## src/hw/rtl/assert_macros.svh

```systemverilog
// ----------------------------------------------------------------------------
// Assertion macros
// Shared concurrent assertion forms, clocked on clk and disabled in reset.
// ----------------------------------------------------------------------------
`ifndef ASSERT_MACROS_SVH
`define ASSERT_MACROS_SVH

// The consequent must hold in the same cycle as the antecedent.
`define ASSERT_SAME(label, ante, cons) \
  label: assert property (@(posedge clk) disable iff (!rst_n) (ante) |-> (cons)) \
    else $error("assertion failed in fixed_partition_fit_allocator");

// The consequent must hold in the cycle after the antecedent.
`define ASSERT_NEXT(label, ante, cons) \
  label: assert property (@(posedge clk) disable iff (!rst_n) (ante) |=> (cons)) \
    else $error("assertion failed in fixed_partition_fit_allocator");

`endif

```

## src/hw/rtl/fpfa_pkg.sv

```systemverilog
// ----------------------------------------------------------------------------
// fpfa_pkg
// Sizes, command and policy codes and helpers for the partition allocator.
// ----------------------------------------------------------------------------
`default_nettype none

package fpfa_pkg;

  // Table geometry.
  localparam int PARTITIONS = 16;
  localparam int SIZE_WIDTH = 16;
  localparam int IDX_W      = (PARTITIONS > 1) ? $clog2(PARTITIONS) : 1;
  localparam int CNT_W      = IDX_W + 1;
  localparam int SUM_W      = SIZE_WIDTH + IDX_W;

  // Fixed field widths.
  localparam int CMD_W    = 2;
  localparam int POLICY_W = 2;
  localparam int BCOUNT_W = 5;
  localparam int CFG_IDX_W  = 1;
  localparam int CFG_DATA_W = 5;

  // Command codes.
  localparam logic [CMD_W-1:0] CMD_LOAD  = 2'd0;
  localparam logic [CMD_W-1:0] CMD_ALLOC = 2'd1;
  localparam logic [CMD_W-1:0] CMD_CLEAR = 2'd2;

  // Fit policies.
  localparam logic [POLICY_W-1:0] POL_FIRST = 2'd0;
  localparam logic [POLICY_W-1:0] POL_BEST  = 2'd1;
  localparam logic [POLICY_W-1:0] POL_WORST = 2'd2;
  localparam logic [POLICY_W-1:0] POL_NEXT  = 2'd3;

  // Configuration register indexes.
  localparam logic [CFG_IDX_W-1:0] REG_POLICY      = 1'd0;
  localparam logic [CFG_IDX_W-1:0] REG_BLOCK_COUNT = 1'd1;

  localparam logic [BCOUNT_W-1:0] BCOUNT_RESET = BCOUNT_W'(PARTITIONS);

  // Circular increment of a partition index within n live partitions.
  function automatic logic [IDX_W-1:0] wrap_inc(input logic [IDX_W-1:0] idx,
                                                input logic [CNT_W-1:0] n);
    logic [CNT_W-1:0] nx;
    nx = CNT_W'(idx) + CNT_W'(1);
    return (nx >= n) ? '0 : nx[IDX_W-1:0];
  endfunction

endpackage

`default_nettype wire

```

## src/hw/rtl/fixed_partition_fit_allocator.sv

```systemverilog
// ----------------------------------------------------------------------------
// fixed_partition_fit_allocator
// Fixed partition table with first, best, worst and next fit allocation.
// ----------------------------------------------------------------------------
//
// Channel  Direction  Ports
// in       sink       in_valid/in_ready, command, block_index, block_size,
//                     request_size
// out      source     out_valid/out_ready, granted, granted_index, free_total
// cfg      sink       cfg_valid/cfg_ready, cfg_index, cfg_data
//
// A load, clear or unused command runs a summing pass for free_total over n
// table entries, n being the effective block count (1 to 16); an allocate
// first runs a fit search pass through the size subtractor. Both passes
// take one table entry a cycle.
// Reset (rst_n low, synchronous) frees every partition and clears the loaded
// flags; no clearing pass follows. A stalled result holds in the output
// register and the sequencer waits in its finish step until it is taken.
// ----------------------------------------------------------------------------
`default_nettype none

module fixed_partition_fit_allocator import fpfa_pkg::*; (
  input  wire                    clk,
  input  wire                    rst_n,
  // Input items
  input  wire                    in_valid,
  output logic                   in_ready,
  input  wire  [CMD_W-1:0]       in_command,
  input  wire  [IDX_W-1:0]       in_block_index,
  input  wire  [SIZE_WIDTH-1:0]  in_block_size,
  input  wire  [SIZE_WIDTH-1:0]  in_request_size,
  // Result items
  output logic                   out_valid,
  input  wire                    out_ready,
  output logic                   out_granted,
  output logic [IDX_W-1:0]       out_granted_index,
  output logic [SUM_W-1:0]       out_free_total,
  // Configuration writes
  input  wire                    cfg_valid,
  output logic                   cfg_ready,
  input  wire  [CFG_IDX_W-1:0]   cfg_index,
  input  wire  [CFG_DATA_W-1:0]  cfg_data
);

  localparam logic [1:0] ST_IDLE   = 2'd0;
  localparam logic [1:0] ST_SEARCH = 2'd1;
  localparam logic [1:0] ST_SUM    = 2'd2;
  localparam logic [1:0] ST_FINISH = 2'd3;

  logic [1:0]            state_r, state_nxt;
  logic [POLICY_W-1:0]   policy_r, policy_nxt;
  logic [BCOUNT_W-1:0]   bcount_r, bcount_nxt;
  logic [PARTITIONS-1:0] loaded_r, loaded_nxt;
  logic [PARTITIONS-1:0] in_use_r, in_use_nxt;
  logic [IDX_W-1:0]      rover_r, rover_nxt;
  logic [IDX_W-1:0]      pos_r, pos_nxt;
  logic [CNT_W-1:0]      cnt_r, cnt_nxt;
  logic                  found_r, found_nxt;
  logic [IDX_W-1:0]      chosen_r, chosen_nxt;
  logic [SIZE_WIDTH-1:0] bestw_r, bestw_nxt;
  logic [SIZE_WIDTH-1:0] req_r, req_nxt;
  logic [SUM_W-1:0]      acc_r, acc_nxt;
  logic                  grant_r, grant_nxt;
  logic [IDX_W-1:0]      grant_idx_r, grant_idx_nxt;
  logic                  out_valid_r, out_valid_nxt;
  logic                  out_granted_r, out_granted_nxt;
  logic [IDX_W-1:0]      out_idx_r, out_idx_nxt;
  logic [SUM_W-1:0]      out_total_r, out_total_nxt;

  // Partition size table, written by loads only.
  logic [SIZE_WIDTH-1:0] sizes_r [PARTITIONS];
  logic [SIZE_WIDTH-1:0] cur_size_r;
  logic                  size_we;

  logic [CNT_W-1:0]      live_n;
  logic [IDX_W-1:0]      start_pos;
  logic [SIZE_WIDTH-1:0] cur_size;
  logic [SIZE_WIDTH:0]   waste_ext;
  logic [SIZE_WIDTH-1:0] waste;
  logic                  fit;
  logic                  better;
  logic                  stop_on_fit;
  logic                  last_entry;
  logic                  final_found;
  logic [IDX_W-1:0]      final_idx;
  logic                  in_acc;
  logic                  out_free;

  assign in_ready  = (state_r == ST_IDLE);
  assign cfg_ready = 1'b1;
  assign in_acc    = in_valid && in_ready;
  assign out_free  = !out_valid_r || out_ready;

  // Effective block count: zero acts as one, the table size caps it.
  always_comb begin
    if (bcount_r == '0) begin
      live_n = CNT_W'(1);
    end else if (bcount_r > BCOUNT_W'(PARTITIONS)) begin
      live_n = CNT_W'(PARTITIONS);
    end else begin
      live_n = bcount_r[CNT_W-1:0];
    end
  end

  // Next fit starts at the rover, wrapped to zero when it lies outside.
  assign start_pos = (policy_r == POL_NEXT && CNT_W'(rover_r) < live_n) ? rover_r : '0;

  // Shared subtractor: waste of the entry under the scan pointer.
  assign cur_size    = cur_size_r;
  assign waste_ext   = {1'b0, cur_size} - {1'b0, req_r};
  assign waste       = waste_ext[SIZE_WIDTH-1:0];
  assign fit         = loaded_r[pos_r] && !in_use_r[pos_r] && !waste_ext[SIZE_WIDTH];
  assign stop_on_fit = (policy_r inside {POL_FIRST, POL_NEXT});
  assign better      = fit && (!found_r || (policy_r == POL_BEST && waste < bestw_r) ||
                               (policy_r == POL_WORST && waste > bestw_r));
  assign last_entry  = ((cnt_r + CNT_W'(1)) == live_n);
  assign final_found = found_r || better;
  assign final_idx   = better ? pos_r : chosen_r;

  // Sequencer and datapath next state.
  always_comb begin
    state_nxt     = state_r;
    policy_nxt    = policy_r;
    bcount_nxt    = bcount_r;
    loaded_nxt    = loaded_r;
    in_use_nxt    = in_use_r;
    rover_nxt     = rover_r;
    pos_nxt       = pos_r;
    cnt_nxt       = cnt_r;
    found_nxt     = found_r;
    chosen_nxt    = chosen_r;
    bestw_nxt     = bestw_r;
    req_nxt       = req_r;
    acc_nxt       = acc_r;
    grant_nxt     = grant_r;
    grant_idx_nxt = grant_idx_r;
    out_valid_nxt = out_valid_r && !out_ready;
    out_granted_nxt = out_granted_r;
    out_idx_nxt   = out_idx_r;
    out_total_nxt = out_total_r;
    size_we       = 1'b0;

    // Configuration writes must arrive only while the block is idle; the block itself does not enforce it.
    if (cfg_valid && cfg_ready) begin
      case (cfg_index)
        REG_POLICY:      policy_nxt = cfg_data[POLICY_W-1:0];
        REG_BLOCK_COUNT: bcount_nxt = cfg_data[BCOUNT_W-1:0];
        default:         ;
      endcase
    end

    case (state_r)
      ST_IDLE: begin
        if (in_acc) begin
          grant_nxt     = 1'b0;
          grant_idx_nxt = '0;
          req_nxt       = in_request_size;
          pos_nxt       = '0;
          cnt_nxt       = '0;
          acc_nxt       = '0;
          found_nxt     = 1'b0;
          chosen_nxt    = '0;
          bestw_nxt     = '0;
          state_nxt     = ST_SUM;
          case (in_command)
            CMD_LOAD: begin
              size_we                    = 1'b1;
              loaded_nxt[in_block_index] = 1'b1;
              in_use_nxt[in_block_index] = 1'b0;
            end
            CMD_ALLOC: begin
              pos_nxt   = start_pos;
              state_nxt = ST_SEARCH;
              if (policy_r == POL_NEXT) begin
                rover_nxt = start_pos;
              end
            end
            CMD_CLEAR: begin
              in_use_nxt = '0;
              rover_nxt  = '0;
            end
            default: ;
          endcase
        end
      end

      // One candidate per cycle; first and next fit stop on the first hit.
      ST_SEARCH: begin
        if (better) begin
          found_nxt  = 1'b1;
          chosen_nxt = pos_r;
          bestw_nxt  = waste;
        end
        pos_nxt = wrap_inc(pos_r, live_n);
        cnt_nxt = cnt_r + CNT_W'(1);
        if (last_entry || (fit && stop_on_fit)) begin
          if (final_found) begin
            in_use_nxt[final_idx] = 1'b1;
            grant_nxt             = 1'b1;
            grant_idx_nxt         = final_idx;
            if (policy_r == POL_NEXT) begin
              rover_nxt = wrap_inc(final_idx, live_n);
            end
          end
          pos_nxt   = '0;
          cnt_nxt   = '0;
          state_nxt = ST_SUM;
        end
      end

      // Add up the sizes of loaded, free partitions, one a cycle.
      ST_SUM: begin
        if (loaded_r[pos_r] && !in_use_r[pos_r]) begin
          acc_nxt = acc_r + SUM_W'(cur_size);
        end
        pos_nxt = pos_r + IDX_W'(1);
        cnt_nxt = cnt_r + CNT_W'(1);
        if (last_entry) begin
          state_nxt = ST_FINISH;
        end
      end

      // Hand the result to the output register once it is free.
      ST_FINISH: begin
        if (out_free) begin
          out_valid_nxt   = 1'b1;
          out_granted_nxt = grant_r;
          out_idx_nxt     = grant_idx_r;
          out_total_nxt   = acc_r;
          state_nxt       = ST_IDLE;
        end
      end

      default: state_nxt = ST_IDLE;
    endcase
  end

  // Control registers.
  always_ff @(posedge clk) begin
    if (!rst_n) begin
      state_r     <= ST_IDLE;
      policy_r    <= POL_FIRST;
      bcount_r    <= BCOUNT_RESET;
      loaded_r    <= '0;
      in_use_r    <= '0;
      rover_r     <= '0;
      out_valid_r <= 1'b0;
    end else begin
      state_r     <= state_nxt;
      policy_r    <= policy_nxt;
      bcount_r    <= bcount_nxt;
      loaded_r    <= loaded_nxt;
      in_use_r    <= in_use_nxt;
      rover_r     <= rover_nxt;
      out_valid_r <= out_valid_nxt;
    end
  end

  // Datapath registers.
  always_ff @(posedge clk) begin
    pos_r         <= pos_nxt;
    cnt_r         <= cnt_nxt;
    found_r       <= found_nxt;
    chosen_r      <= chosen_nxt;
    bestw_r       <= bestw_nxt;
    req_r         <= req_nxt;
    acc_r         <= acc_nxt;
    grant_r       <= grant_nxt;
    grant_idx_r   <= grant_idx_nxt;
    out_granted_r <= out_granted_nxt;
    out_idx_r     <= out_idx_nxt;
    out_total_r   <= out_total_nxt;
  end

  // Size table write port, and a registered read of the entry the scan
  // pointer moves to. A load to that same entry is passed straight through.
  always_ff @(posedge clk) begin
    if (size_we) begin
      sizes_r[in_block_index] <= in_block_size;
    end
    if (size_we && (in_block_index == pos_nxt)) begin
      cur_size_r <= in_block_size;
    end else begin
      cur_size_r <= sizes_r[pos_nxt];
    end
  end

  assign out_valid         = out_valid_r;
  assign out_granted       = out_granted_r;
  assign out_granted_index = out_idx_r;
  assign out_free_total    = out_total_r;

  // Checks on the sequencer.
  `include "assert_macros.svh"

  `ASSERT_NEXT(a_accept_leaves_idle, in_valid && in_ready, state_r != ST_IDLE)
  `ASSERT_SAME(a_grant_marks_used, state_r == ST_FINISH && grant_r, in_use_r[grant_idx_r])
  `ASSERT_SAME(a_scan_in_range, state_r == ST_SEARCH, CNT_W'(pos_r) < live_n)
  `ASSERT_SAME(a_no_grant_zero_index, out_valid_r && !out_granted_r, out_idx_r == '0)

endmodule

`default_nettype wire

```

## config.mk

```make
export PLATFORM = sky130hd
export DESIGN_NAME = fixed_partition_fit_allocator
export DESIGN_NICKNAME = d
export VERILOG_FILES = /design/src/hw/rtl/fpfa_pkg.sv /design/src/hw/rtl/fixed_partition_fit_allocator.sv
export VERILOG_INCLUDE_DIRS = /design/src /design/src/hw/rtl
export SDC_FILE = /design/constraint.sdc
export NUM_CORES = 1
export LEC_CHECK = 0
export ABC_AREA = 0
export BUFFER_PORTS_ARGS = -buffer_cell sky130_fd_sc_hd__buf_4
export CAP_MARGIN = 20
export CORE_MARGIN = 2
export CORE_UTILIZATION = 35
export CTS_BUF_LIST = sky130_fd_sc_hd__clkbuf_16
export DETAILED_ROUTE_END_ITERATION = 16
export SYNTH_ARGS = -nofsm -noshare
export SYNTH_HDL_FRONTEND = slang
export SYNTH_SLANG_ARGS = --single-unit
```

## constraint.sdc

```tcl
create_clock -name clk -period 7.96 [get_ports clk]
set_input_delay 0 -clock clk [delete_from_list [all_inputs] [get_ports clk]]
set_output_delay 0 -clock clk [all_outputs]
set_load 0.02 [all_outputs]
```

==> impl_results.md, run 1 <==
- Vias: 11550
- Synth warn: 0
- Post-synth EDFFs: 352
- Reg power frac: 0.327
- GPL Wtd Cong: 0.8493
- Worst Setup EP: rover_r[0]
- Worst slew margin: 0.2689
- Die Ht: 231.8 um
- Post-synth ARST share: 0
- Reg2reg end: rover_r[0]
- Max_cap viols: 0
- Data required, critical path: 8.48 ns
- Leak Pwr: 0.007952 uW
- Average via count per standard cell: 5.269
- P per Cell Area: 365.3 nW/um^2
- Worst hold path class: in2reg
- FF+latch area: 11490 sq um
- # clock sinks: 398
- Syn_area_per_cell: 14.01 sq um
- Initial core utilization: 0.3541
- Die width: 231.8 um
- Routed Antenna Nets: 0
- Internal power: 5139 uW
- Placed cell areas: 19850 sq um
- Slowest stage delay, CP: 0.56 ns
- HPWL Detailed: 28700 um
- Filler Cells Inserted: 4633
- Antenna violations before repair: 3
- Most common flop cell mapped by yosys: edfxtp_1
- NetSw: 2935 uW
- Wire per inst: 20.50 um
- Nets: 1603
- Run status: finished, final reports clean
- Core ar.: 51300 sq um
- 1st-iter DRT viols: 922
- Final-report setup violation count: 0
- FF-to-FF setup slack: 0.44 ns
- Fin. Hold Viols: 0
- CTS clk-pin slew, worst paths: 0.06 ns
- Peak VDD IR: 156.0 uV
- Fin crit share: 0.9450
- H-tree depth: 2
- Comb pwr share: 0.426
- FF-to-FF Start: pos_r[0]
- Num rows: 83
- Max Root-Sink Buffers: 3
- CP arrival: 8.04 ns
- Largest net degree at the start of global routing: 52
- Slowest-stage cell, CP: or4b_4
- Crit path max fanout: 10
- Seq/Total Area, Yosys: 0.6326
- Worst setup margin: 0.4380 ns
- IO buf count: 75
- Multi-input logic area: 6439 sq um
- Latest clock arrival within the worst-skew pair: 0.58 ns
- Crit. End Element: flop
- I/O pins: 77
- Worst Clk Skew: 0.01884 ns
- Die area: 53740 sq um
- Synth Net Count: 1423
- Clock power share: 0.247
- Area Overhead vs Synth: 21.68%
- Synthesized area: 18160 sq um
- Iteration count of the initial detailed-routing pass: 6
- Final WL: 44910 um
- CP Class: reg2reg
- CTS tree: yes
- Gr usage total: 0.1642
- Inst Count DP: 2046
- Fmax: 0.1329 GHz
- Sw Share: 0.3636
- Root buf cell: clkbuf_16
- DP Worst Slack: -0.08953 ns
- Final Instance Count excl. Fillers: 2191
- Layout cells sized above 1: 0.1927
- DRC: 0
- CP Launch Point: pos_r[0]
- Worst-Margin Slew: 1.093 ns
- Mapped Cells: 1297
- Synth Register Bits: 398
- TritonCTS Buffers: 42
- Max Slew Vio Count: 0
- CP Launch Type: flop
- Vias in the first global route: 11370
- Gr ovfl total: 0
- Synth cell types: 71
- First-pass GRT wire length: 67170 um
- Period minus WS final: 7.522 ns
- R2R depth: 36
- Design area: 22100 sq um
## power groups by stage
stage | Sequential [uW] | Clock [uW] | Combinational [uW]
6_report | 2640 | 2000 | 3440
4_1_cts | 2640 | 2030 | 3290
3_3_place_gp | 2690 | 0 | 3190
2_1_floorplan | 2640 | 0 | 2340
3_5_place_dp | 2690 | 0 | 3230
5_1_grt | 2660 | 2120 | 3770
## worst min-delay path by stage
stage	from	end	slack (ns)	cells past startpoint
6_report	in_command[0]	state_r[0]	0.10	6
5_1_grt	in_command[0]	state_r[0]	0.12	6
4_1_cts	in_command[0]	state_r[0]	0.07	6
3_5_place_dp	in_request_size[13]	req_r[13]	0.18	1
3_3_place_gp	in_request_size[12]	req_r[12]	0.18	1
2_1_floorplan	in_request_size[0]	req_r[0]	0.1	0
## sequential cells by signal, summed over array words and instances (netlist names), 2 cells and up
signal / count
chosen_r: 4
bestw_r: 16
rover_r: 4
pos_r: 4
sizes_r: 256
state_r: 2
cnt_r: 5
policy_r: 2
req_r: 16
in_use_r: 16
out_free_total: 20
bcount_r: 5
grant_idx_r: 4
loaded_r: 16
out_granted_index: 4
acc_r: 20
## cell usage after synthesis (3+ instances only)
master	number	area (sq um)
nand2b_1	17	106.4
xnor2_1	15	131.4
o21bai_1	3	22.52
mux2i_1	63	630.6
and3_1	5	31.28
or2_2	5	31.28
xor2_1	18	157.7
nand4_1	13	81.33
clkbuf_1	37	138.9
a31oi_1	9	56.30
a22oi_1	17	127.6
dfxtp_1	46	920.9
ha_1	75	938.4
or3_1	6	37.54
a32o_1	6	60.06
a21oi_1	61	305.3
nor3_1	15	75.07
a221oi_1	16	140.1
nor3b_1	3	22.52
nor2b_1	30	187.7
o21ai_2	3	26.28
buf_2	13	65.06
nor2_1	53	198.9
a311o_1	3	30.03
edfxtp_1	352	10570
a21o_1	24	180.2
o31ai_1	5	37.54
a2111oi_0	3	26.28
nand3b_1	5	37.54
mux4_2	34	765.7
o22ai_1	5	31.28
o211ai_1	19	142.6
inv_1	59	221.5
a211oi_1	6	45.04
o21a_1	22	165.2
mux2_2	13	146.4
nand3_1	14	70.07
and2_1	24	150.1
a21boi_0	6	45.04
nand2_1	66	247.7
o21ai_0	68	340.3
## worst max-delay path: cells and delay by family (launching register included)
kind            cells  cell delay, ns
xor+xnor            1            0.18
flops               1            0.37
simple gates       11            2.07
fa+ha+maj           5            1.43
mux                 3            0.94
compound gates     12            2.08
buf+inv             4            0.40
## what timing repair did
item | CTS | global route
hold endpoints to repair | 314 | 0
gates cloned | 0 | 2
resized for setup | 0 | 34
pin swaps | 0 | 3
hold buffers | 64 | 0
setup buffers | 1 | 0
endpoints found under the setup margin | 4 | 4
## per-layer routing
| metal | vias up | routed length [um] | track usage |
|---|---|---|---|
| li1 | 5352 | - | - |
| met1 | 5761 | 19550 | 0.2200 |
| met2 | 350 | 21820 | 0.2740 |
| met3 | 78 | 2485 | 0.02873 |
| met4 | 4 | 1029 | 0.04547 |
| met5 | - | 21 | 0 |
## cell type report
cell class	count	share of cell area
tap	680	0.03849
multi-input combinational	785	0.2913
clock inverter	35	0.01557
sequential	398	0.5199
inverter	61	0.01036
clock buffer	42	0.04755
timing repair buffer	189	0.07671
antenna	1	0.0001132
## per-stage QoR
step           setup TNS (ns)  power (uW)    util  hold WS, ns
2_1_floorplan               0        4980       -      0.09887
3_3_place_gp                0        5876  0.3869       0.1789
3_5_place_dp          -0.3503        5918  0.3869       0.1798
6_report                    0        8074  0.4308       0.1028
5_1_grt              -0.01131        8548  0.4308       0.1185
4_1_cts                     0        7970  0.4269      0.07093
## cell usage in the layout (no fill, tap or decap), drive strengths merged, types with 5 or more instances in the layout
| master | netlist | final |
|---|---|---|
| inv | 61 | 69 |
| and3 | 5 | 5 |
| ha | 75 | 75 |
| o21ai | 72 | 72 |
| o211ai | 19 | 19 |
| or3 | 6 | 6 |
| xnor2 | 15 | 15 |
| dlygate4sd3 | 0 | 64 |
| nand3 | 14 | 14 |
| a21boi | 6 | 6 |
| or2 | 5 | 5 |
| a211oi | 7 | 7 |
| dfxtp | 46 | 46 |
| nand2 | 68 | 68 |
| nor2b | 30 | 30 |
| xor2 | 18 | 18 |
| clkinv | 0 | 20 |
| a21o | 24 | 24 |
| nor3 | 15 | 15 |
| o22ai | 6 | 6 |
| o31ai | 5 | 5 |
| buf | 16 | 123 |
| nor2 | 53 | 53 |
| a221oi | 16 | 16 |
| mux2i | 63 | 63 |
| a22oi | 17 | 17 |
| edfxtp | 352 | 352 |
| a2111oi | 5 | 5 |
| a32o | 6 | 6 |
| a31oi | 9 | 9 |
| o21a | 22 | 22 |
| clkbuf | 37 | 44 |
| mux4 | 34 | 34 |
| a21oi | 61 | 61 |
| and2 | 24 | 24 |
| nand2b | 17 | 17 |
| nand4 | 13 | 13 |
| bufinv | 0 | 6 |
| mux2 | 14 | 14 |
| nand3b | 5 | 5 |
## cells by family after synthesis
family          synth area share
flops                     0.6326
compound gates            0.1114
simple gates             0.07536
buf+inv                  0.02486
mux                      0.08575
fa+ha+maj                0.05386
xor+xnor                 0.01591
other cells            0.0002064
Note: power is estimated with default switching activity, not from simulation.
==> run 2, diff against run 1 <==
--- a/config.mk
+++ b/config.mk
@@ -7,12 +7,13 @@
 export NUM_CORES = 1
 export LEC_CHECK = 0
 export ABC_AREA = 0
-export BUFFER_PORTS_ARGS = -buffer_cell sky130_fd_sc_hd__buf_4
 export CAP_MARGIN = 20
+export CORE_ASPECT_RATIO = 2
 export CORE_MARGIN = 2
 export CORE_UTILIZATION = 35
 export CTS_BUF_LIST = sky130_fd_sc_hd__clkbuf_16
 export DETAILED_ROUTE_END_ITERATION = 16
+export DONT_BUFFER_PORTS = 1
 export SYNTH_ARGS = -nofsm -noshare
 export SYNTH_HDL_FRONTEND = slang
 export SYNTH_SLANG_ARGS = --single-unit
==> run 2 against run 1 <==
Combinational power barely moved; die area rose by 0.21%; power fell by 2.6%; sequential power about the same; critical path type unchanged; critical endpoint is now rover_r[1]; highest routed layer is now met4.
==> impl_results.md, run 2 (synthesis gave the netlist of run 1 again) <==
- Run status: finished, final reports clean
- Hold EP: sizes_r[12][3]
- HPWL Detailed: 32430 um
- TritonCTS Buffers: 36
- Commonest non-fill, non-tap cell in the layout: edfxtp_1
- CP Class: reg2reg
- Fin crit share: 0.9424
- P per Cell Area: 368.9 nW/um^2
- CP arrival: 7.99 ns
- DRC: 0
- Iteration count of the initial detailed-routing pass: 5
- RSZ-0062 raised after global routing: no
- Antenna violations before repair: 1
- Gr usage total: 0.1765
- Max Slew Vio Count: 0
- GPL Wtd Cong: 0.8777
- Max Root-Sink Buffers: 3
- Hold slack: 0.04885 ns
- Leak Pwr: 0.007507 uW
- FF-to-FF setup slack: 0.46 ns
- Most frequent cells in the layout: 352 x edfxtp_1, 73 x ha_1, 65 x nand2_1, 64 x o21ai_0, 62 x mux2i_1
- Area Overhead vs Synth: 17.37%
- Gr ovfl total: 0
- Wire per inst: 22.57 um
- Vias: 11300
- First-pass GRT wire length: 70940 um
- Worst hold path class: in2reg
- Root buf cell: clkbuf_16
- Inst Count DP: 1953
- Final Instance Count excl. Fillers: 2094
- Reg2reg end: rover_r[1]
- Initial core utilization: 0.3525
- Crit. End Element: flop
- 1st-iter DRT viols: 701
- Final-report setup violation count: 0
- Layout cells sized above 1: 0.1577
- Vias in the first global route: 11720
- FF-to-FF Start: pos_r[0]
- Latest clock arrival within the worst-skew pair: 0.55 ns
- Final Core Density: 0.4138
- Worst-Margin Slew: 1.016 ns
- Slowest stage delay, CP: 0.51 ns
- Core ar.: 51530 sq um
- Max reg flops: 256
- CP Launch Type: flop
- Slowest-stage cell, CP: or4b_4
- Period minus WS final: 7.502 ns
- I/O pins: 77
- Die Ht: 326.2 um
- CTS clk-pin slew, worst paths: 0.07 ns
- Average via count per standard cell: 5.394
- Peak VDD IR: 177.4 uV
- CTS tree: yes
- Reg with most FFs: sizes_r
- Filler Cells Inserted: 4598
- # clock sinks: 398
- Largest net degree at the start of global routing: 52
- Num rows: 118
- Die area: 53850 sq um
- Fmax: 0.1333 GHz
- Worst slew margin: 0.3049
- Nets: 1532
- Die width: 165.1 um
- H-tree depth: 2
- Hold path cells: 3
- R2R depth: 35
- HP Start: in_block_index[1]
- Max_cap viols: 0
- Data required, critical path: 8.45 ns
- Final WL: 47260 um
- Crit path max fanout: 16
- IO buf count: 0
- Routed Antenna Nets: 0
- Fin. Hold Viols: 0
- Worst Clk Skew: 0.02072 ns
## run 2: cell count changes in the layout (fill, tap and decap cells not counted), sizes merged
cell / previous run / this run
buf: 123 / 65
clkinv: 20 / 11
dlygate4sd3: 64 / 57
clkinvlp: 1 / 7
clkbuf: 44 / 39
bufinv: 6 / 3
inv: 69 / 68
## run 2: critical path: cells and delay by family, from the launching register on
family | cells | cell delay (ns)
flops | 1 | 0.43
buf+inv | 5 | 0.53
simple gates | 10 | 1.70
mux | 3 | 1.05
fa+ha+maj | 5 | 1.38
xor+xnor | 1 | 0.17
compound gates | 11 | 2.16
## run 2: final cells by class
type | count | area [sq um] | share of cell area
sequential | 398 | 11490 | 0.5390
multi-input combinational | 785 | 6392 | 0.2998
timing repair buffer | 124 | 1202 | 0.05640
clock buffer | 37 | 925.9 | 0.04343
tap | 660 | 825.8 | 0.03873
clock inverter | 28 | 251.5 | 0.01180
inverter | 61 | 229.0 | 0.01074
antenna | 1 | 2.502 | 0.0001174
## run 2: stage by stage
step                      total power [uW]  area (sq um)  setup slack, ns  setup TNS, ns
after floorplan                       4980         18160           0.3985              0
after global placement                5901         19290          0.09699              0
after detailed placement              5945         19290         -0.03776       -0.09696
after CTS                             7770         21060         0.001922              0
after global routing                  8339         21320         0.007169              0
final                                 7865         21320           0.4581              0
## run 2: report_power, final
group | internal [uW] | total (uW) | switching (uW)
sequential | 2520 | 2660 | 132
clock | 960 | 1760 | 804
combinational | 1450 | 3440 | 1990
## run 2: how the worst max path moves through the flow
stage / cells after the start / endpoint / from / slack [ns]
after floorplan: 33 / rover_r[0] / pos_r[0] / 0.40
after global placement: 35 / rover_r[2] / pos_r[1] / 0.1
after detailed placement: 37 / rover_r[1] / pos_r[0] / -0.04
after CTS: 34 / rover_r[1] / pos_r[0] / 0.002
after global routing: 36 / rover_r[1] / pos_r[0] / 0.007
final: 35 / rover_r[1] / pos_r[0] / 0.46
## run 2: timing repair
| item | CTS | global route |
|---|---|---|
| buffers inserted | 0 | 15 |
| pin swaps | 0 | 6 |
| cloned | 0 | 2 |
| hold buffers | 58 | 0 |
| hold endpoints to repair | 386 | 0 |
| gates resized for setup | 1 | 22 |
| endpoints found under the setup margin | 4 | 4 |
## run 2: per-layer routing
layer | vias to the layer above | global-route usage | share of wire
met2 | 301 | 0.3400 | 0.56
met3 | 107 | 0.02152 | 0.037
met1 | 5685 | 0.1866 | 0.36
li1 | 5203 | - | -
met4 | 0 | 0.07864 | 0.045
met5 | - | 0 | 0
==> run 3, diff against run 2 <==
--- a/config.mk
+++ b/config.mk
@@ -10,10 +10,11 @@
 export CAP_MARGIN = 20
 export CORE_ASPECT_RATIO = 2
 export CORE_MARGIN = 2
-export CORE_UTILIZATION = 35
+export CORE_UTILIZATION = 58
 export CTS_BUF_LIST = sky130_fd_sc_hd__clkbuf_16
 export DETAILED_ROUTE_END_ITERATION = 16
 export DONT_BUFFER_PORTS = 1
+export PLACE_DENSITY = 0.76
 export SYNTH_ARGS = -nofsm -noshare
 export SYNTH_HDL_FRONTEND = slang
 export SYNTH_SLANG_ARGS = --single-unit
==> run 3 against run 2 <==
First-iteration DRC count up 47%; sequential power about the same; combinational power down 2%; via count up 1.5%; register-to-register slack worse by 0.13 ns.
==> impl_results.md, run 3 (synthesis gave the netlist of run 1 again) <==
- Vias: 11470
- Gr ovfl total: 0
- Reg2reg end: rover_r[1]
- Vias in the first global route: 11810
- Final Core Density: 0.6735
- GPL Wtd Cong: 0.8973
- Max reg flops: 256
- HP Start: in_block_index[3]
- Initial core utilization: 0.5887
- Data required, critical path: 8.44 ns
- H-tree depth: 2
- Largest net degree at the start of global routing: 52
- HPWL Detailed: 28950 um
- P per Cell Area: 365.6 nW/um^2
- Worst Clk Skew: 0.01863 ns
- Internal power: 4739 uW
- CTS tree: yes
- Run status: finished, final reports clean
- CP Launch Point: pos_r[2]
- Peak VDD IR: 163.6 uV
- CP Class: reg2reg
- Leak Pwr: 0.007410 uW
- CP Launch Type: flop
- I/O pins: 77
- Inst Count DP: 1702
- DRC: 0
- Latest clock arrival within the worst-skew pair: 0.54 ns
- Hold path cells: 2
- Worst-Margin Slew: 1.083 ns
- FF-to-FF setup slack: 0.33 ns
- Num rows: 91
- Fin crit share: 0.9585
- NetSw: 2858 uW
- Layout cells sized above 1: 0.1483
- Max Slew Vio Count: 0
- Fmax: 0.1311 GHz
- 1st-iter DRT viols: 1032
- Slowest stage delay, CP: 0.58 ns
- Gr usage total: 0.2645
- Final WL: 43410 um
- FF-to-FF Start: pos_r[2]
- Reg power frac: 0.350
- Area Overhead vs Synth: 14.40%
- Period minus WS final: 7.630 ns
- Final Instance Count excl. Fillers: 1836
- Comb pwr share: 0.443
- Max_cap viols: 0
- Fin. Hold Viols: 0
- Antenna violations before repair: 2
- First-pass GRT wire length: 64960 um
- Nets: 1519
- Routed Antenna Nets: 0
- Max Root-Sink Buffers: 3
- Final-report setup violation count: 0
- Sw Share: 0.3762
- Worst slew margin: 0.2752
- # clock sinks: 398
- TritonCTS Buffers: 35
- Core ar.: 30860 sq um
- Iteration count of the initial detailed-routing pass: 5
- Average via count per standard cell: 6.245
- Reg with most FFs: sizes_r
- Crit path max fanout: 9
- Clock power share: 0.208
- CTS clk-pin slew, worst paths: 0.07 ns
- Crit. End Element: flop
- Worst hold path class: in2reg
- Commonest non-fill, non-tap cell in the layout: edfxtp_1
- Root buf cell: clkbuf_16
- Die width: 129.1 um
- Die Ht: 254.3 um
- Slowest-stage cell, CP: or4b_4
- R2R depth: 34
- CP arrival: 8.11 ns
- Wire per inst: 23.64 um
- Die area: 32840 sq um
- Hold EP: sizes_r[7][3]
- Most frequent cells in the layout: 352 x edfxtp_1, 73 x ha_1, 65 x nand2_1, 65 x o21ai_0, 64 x inv_1
- IO buf count: 0
==> run 3: cell count changes in the layout (fill, tap and decap cells not counted), moves of 3 or more <==
cell        delta
clkinvlp_4     -5
bufinv_16      -3
nor2_2         +5
buf_4         -15
nor2_4         -4
inv_1          +3
==> run 3: final cells by class <==
class                      instances  area (sq um)
sequential                       398         11490
fill                            2076         10080
multi-input combinational        785          6386
timing repair buffer             112          1110
clock buffer                      35         875.8
tap                              418         523.0
inverter                          61         229.0
clock inverter                    25         160.2
antenna                            2         5.005
==> run 3: worst max-delay path by stage <==
| stage | slack, ns | endpoint | cells past startpoint |
|---|---|---|---|
| after floorplan | 0.40 | rover_r[0] | 33 |
| after global placement | 0.08 | rover_r[1] | 33 |
| after detailed placement | -0.23 | rover_r[1] | 36 |
| after CTS | 0.02 | rover_r[1] | 35 |
| after global routing | -0.09 | rover_r[1] | 37 |
| final | 0.33 | rover_r[1] | 34 |
==> run 3: worst max-delay path: cells and delay by family, from the launching register on <==
kind            cells  cell delay (ns)
fa+ha+maj           4             1.12
buf+inv             5             0.76
xor+xnor            1             0.13
flops               1             0.54
mux                 2             0.61
compound gates     11             2.07
simple gates       11             2.32
==> run 3: through the flow <==
step           setup WS (ns)  hold WS, ns  area (sq um)  TNS (ns)  power (uW)
6_report              0.3300      0.01652         20780         0        7597
5_1_grt             -0.08966      0.03643         20780   -0.2976        8027
4_1_cts              0.02282    0.0007449         20520         0        7422
3_5_place_dp         -0.2324      0.07946         18870   -0.8821        5800
3_3_place_gp         0.08036      0.07833         18870         0        5727
2_1_floorplan         0.3985      0.09887         18160         0        4980
==> run 3: power groups by stage <==
| stage | clock network, uW | registers (uW) | logic, uW |
|---|---|---|---|
| 2_1_floorplan | 0 | 2640 | 2340 |
| 5_1_grt | 1660 | 2670 | 3690 |
| 6_report | 1580 | 2660 | 3360 |
| 3_3_place_gp | 0 | 2690 | 3040 |
| 4_1_cts | 1600 | 2650 | 3170 |
| 3_5_place_dp | 0 | 2690 | 3110 |
==> run 3: what timing repair did <==
action | 4_1_cts | 5_1_grt
pin swaps | 0 | 8
hold buffers | 60 | 0
cloned | 0 | 3
hold endpoints to repair | 402 | 0
setup endpoints to repair | 4 | 4
gates resized for setup | 2 | 27
buffers inserted | 0 | 9
==> run 3: routing by layer <==
layer  global-route usage  part of all wire  up-vias
li1                     -                 -     5164
met1               0.2890              0.36     5757
met2               0.4815              0.54      387
met3              0.03923             0.043      157
met4               0.1506             0.060        0
met5                    0                 0        -
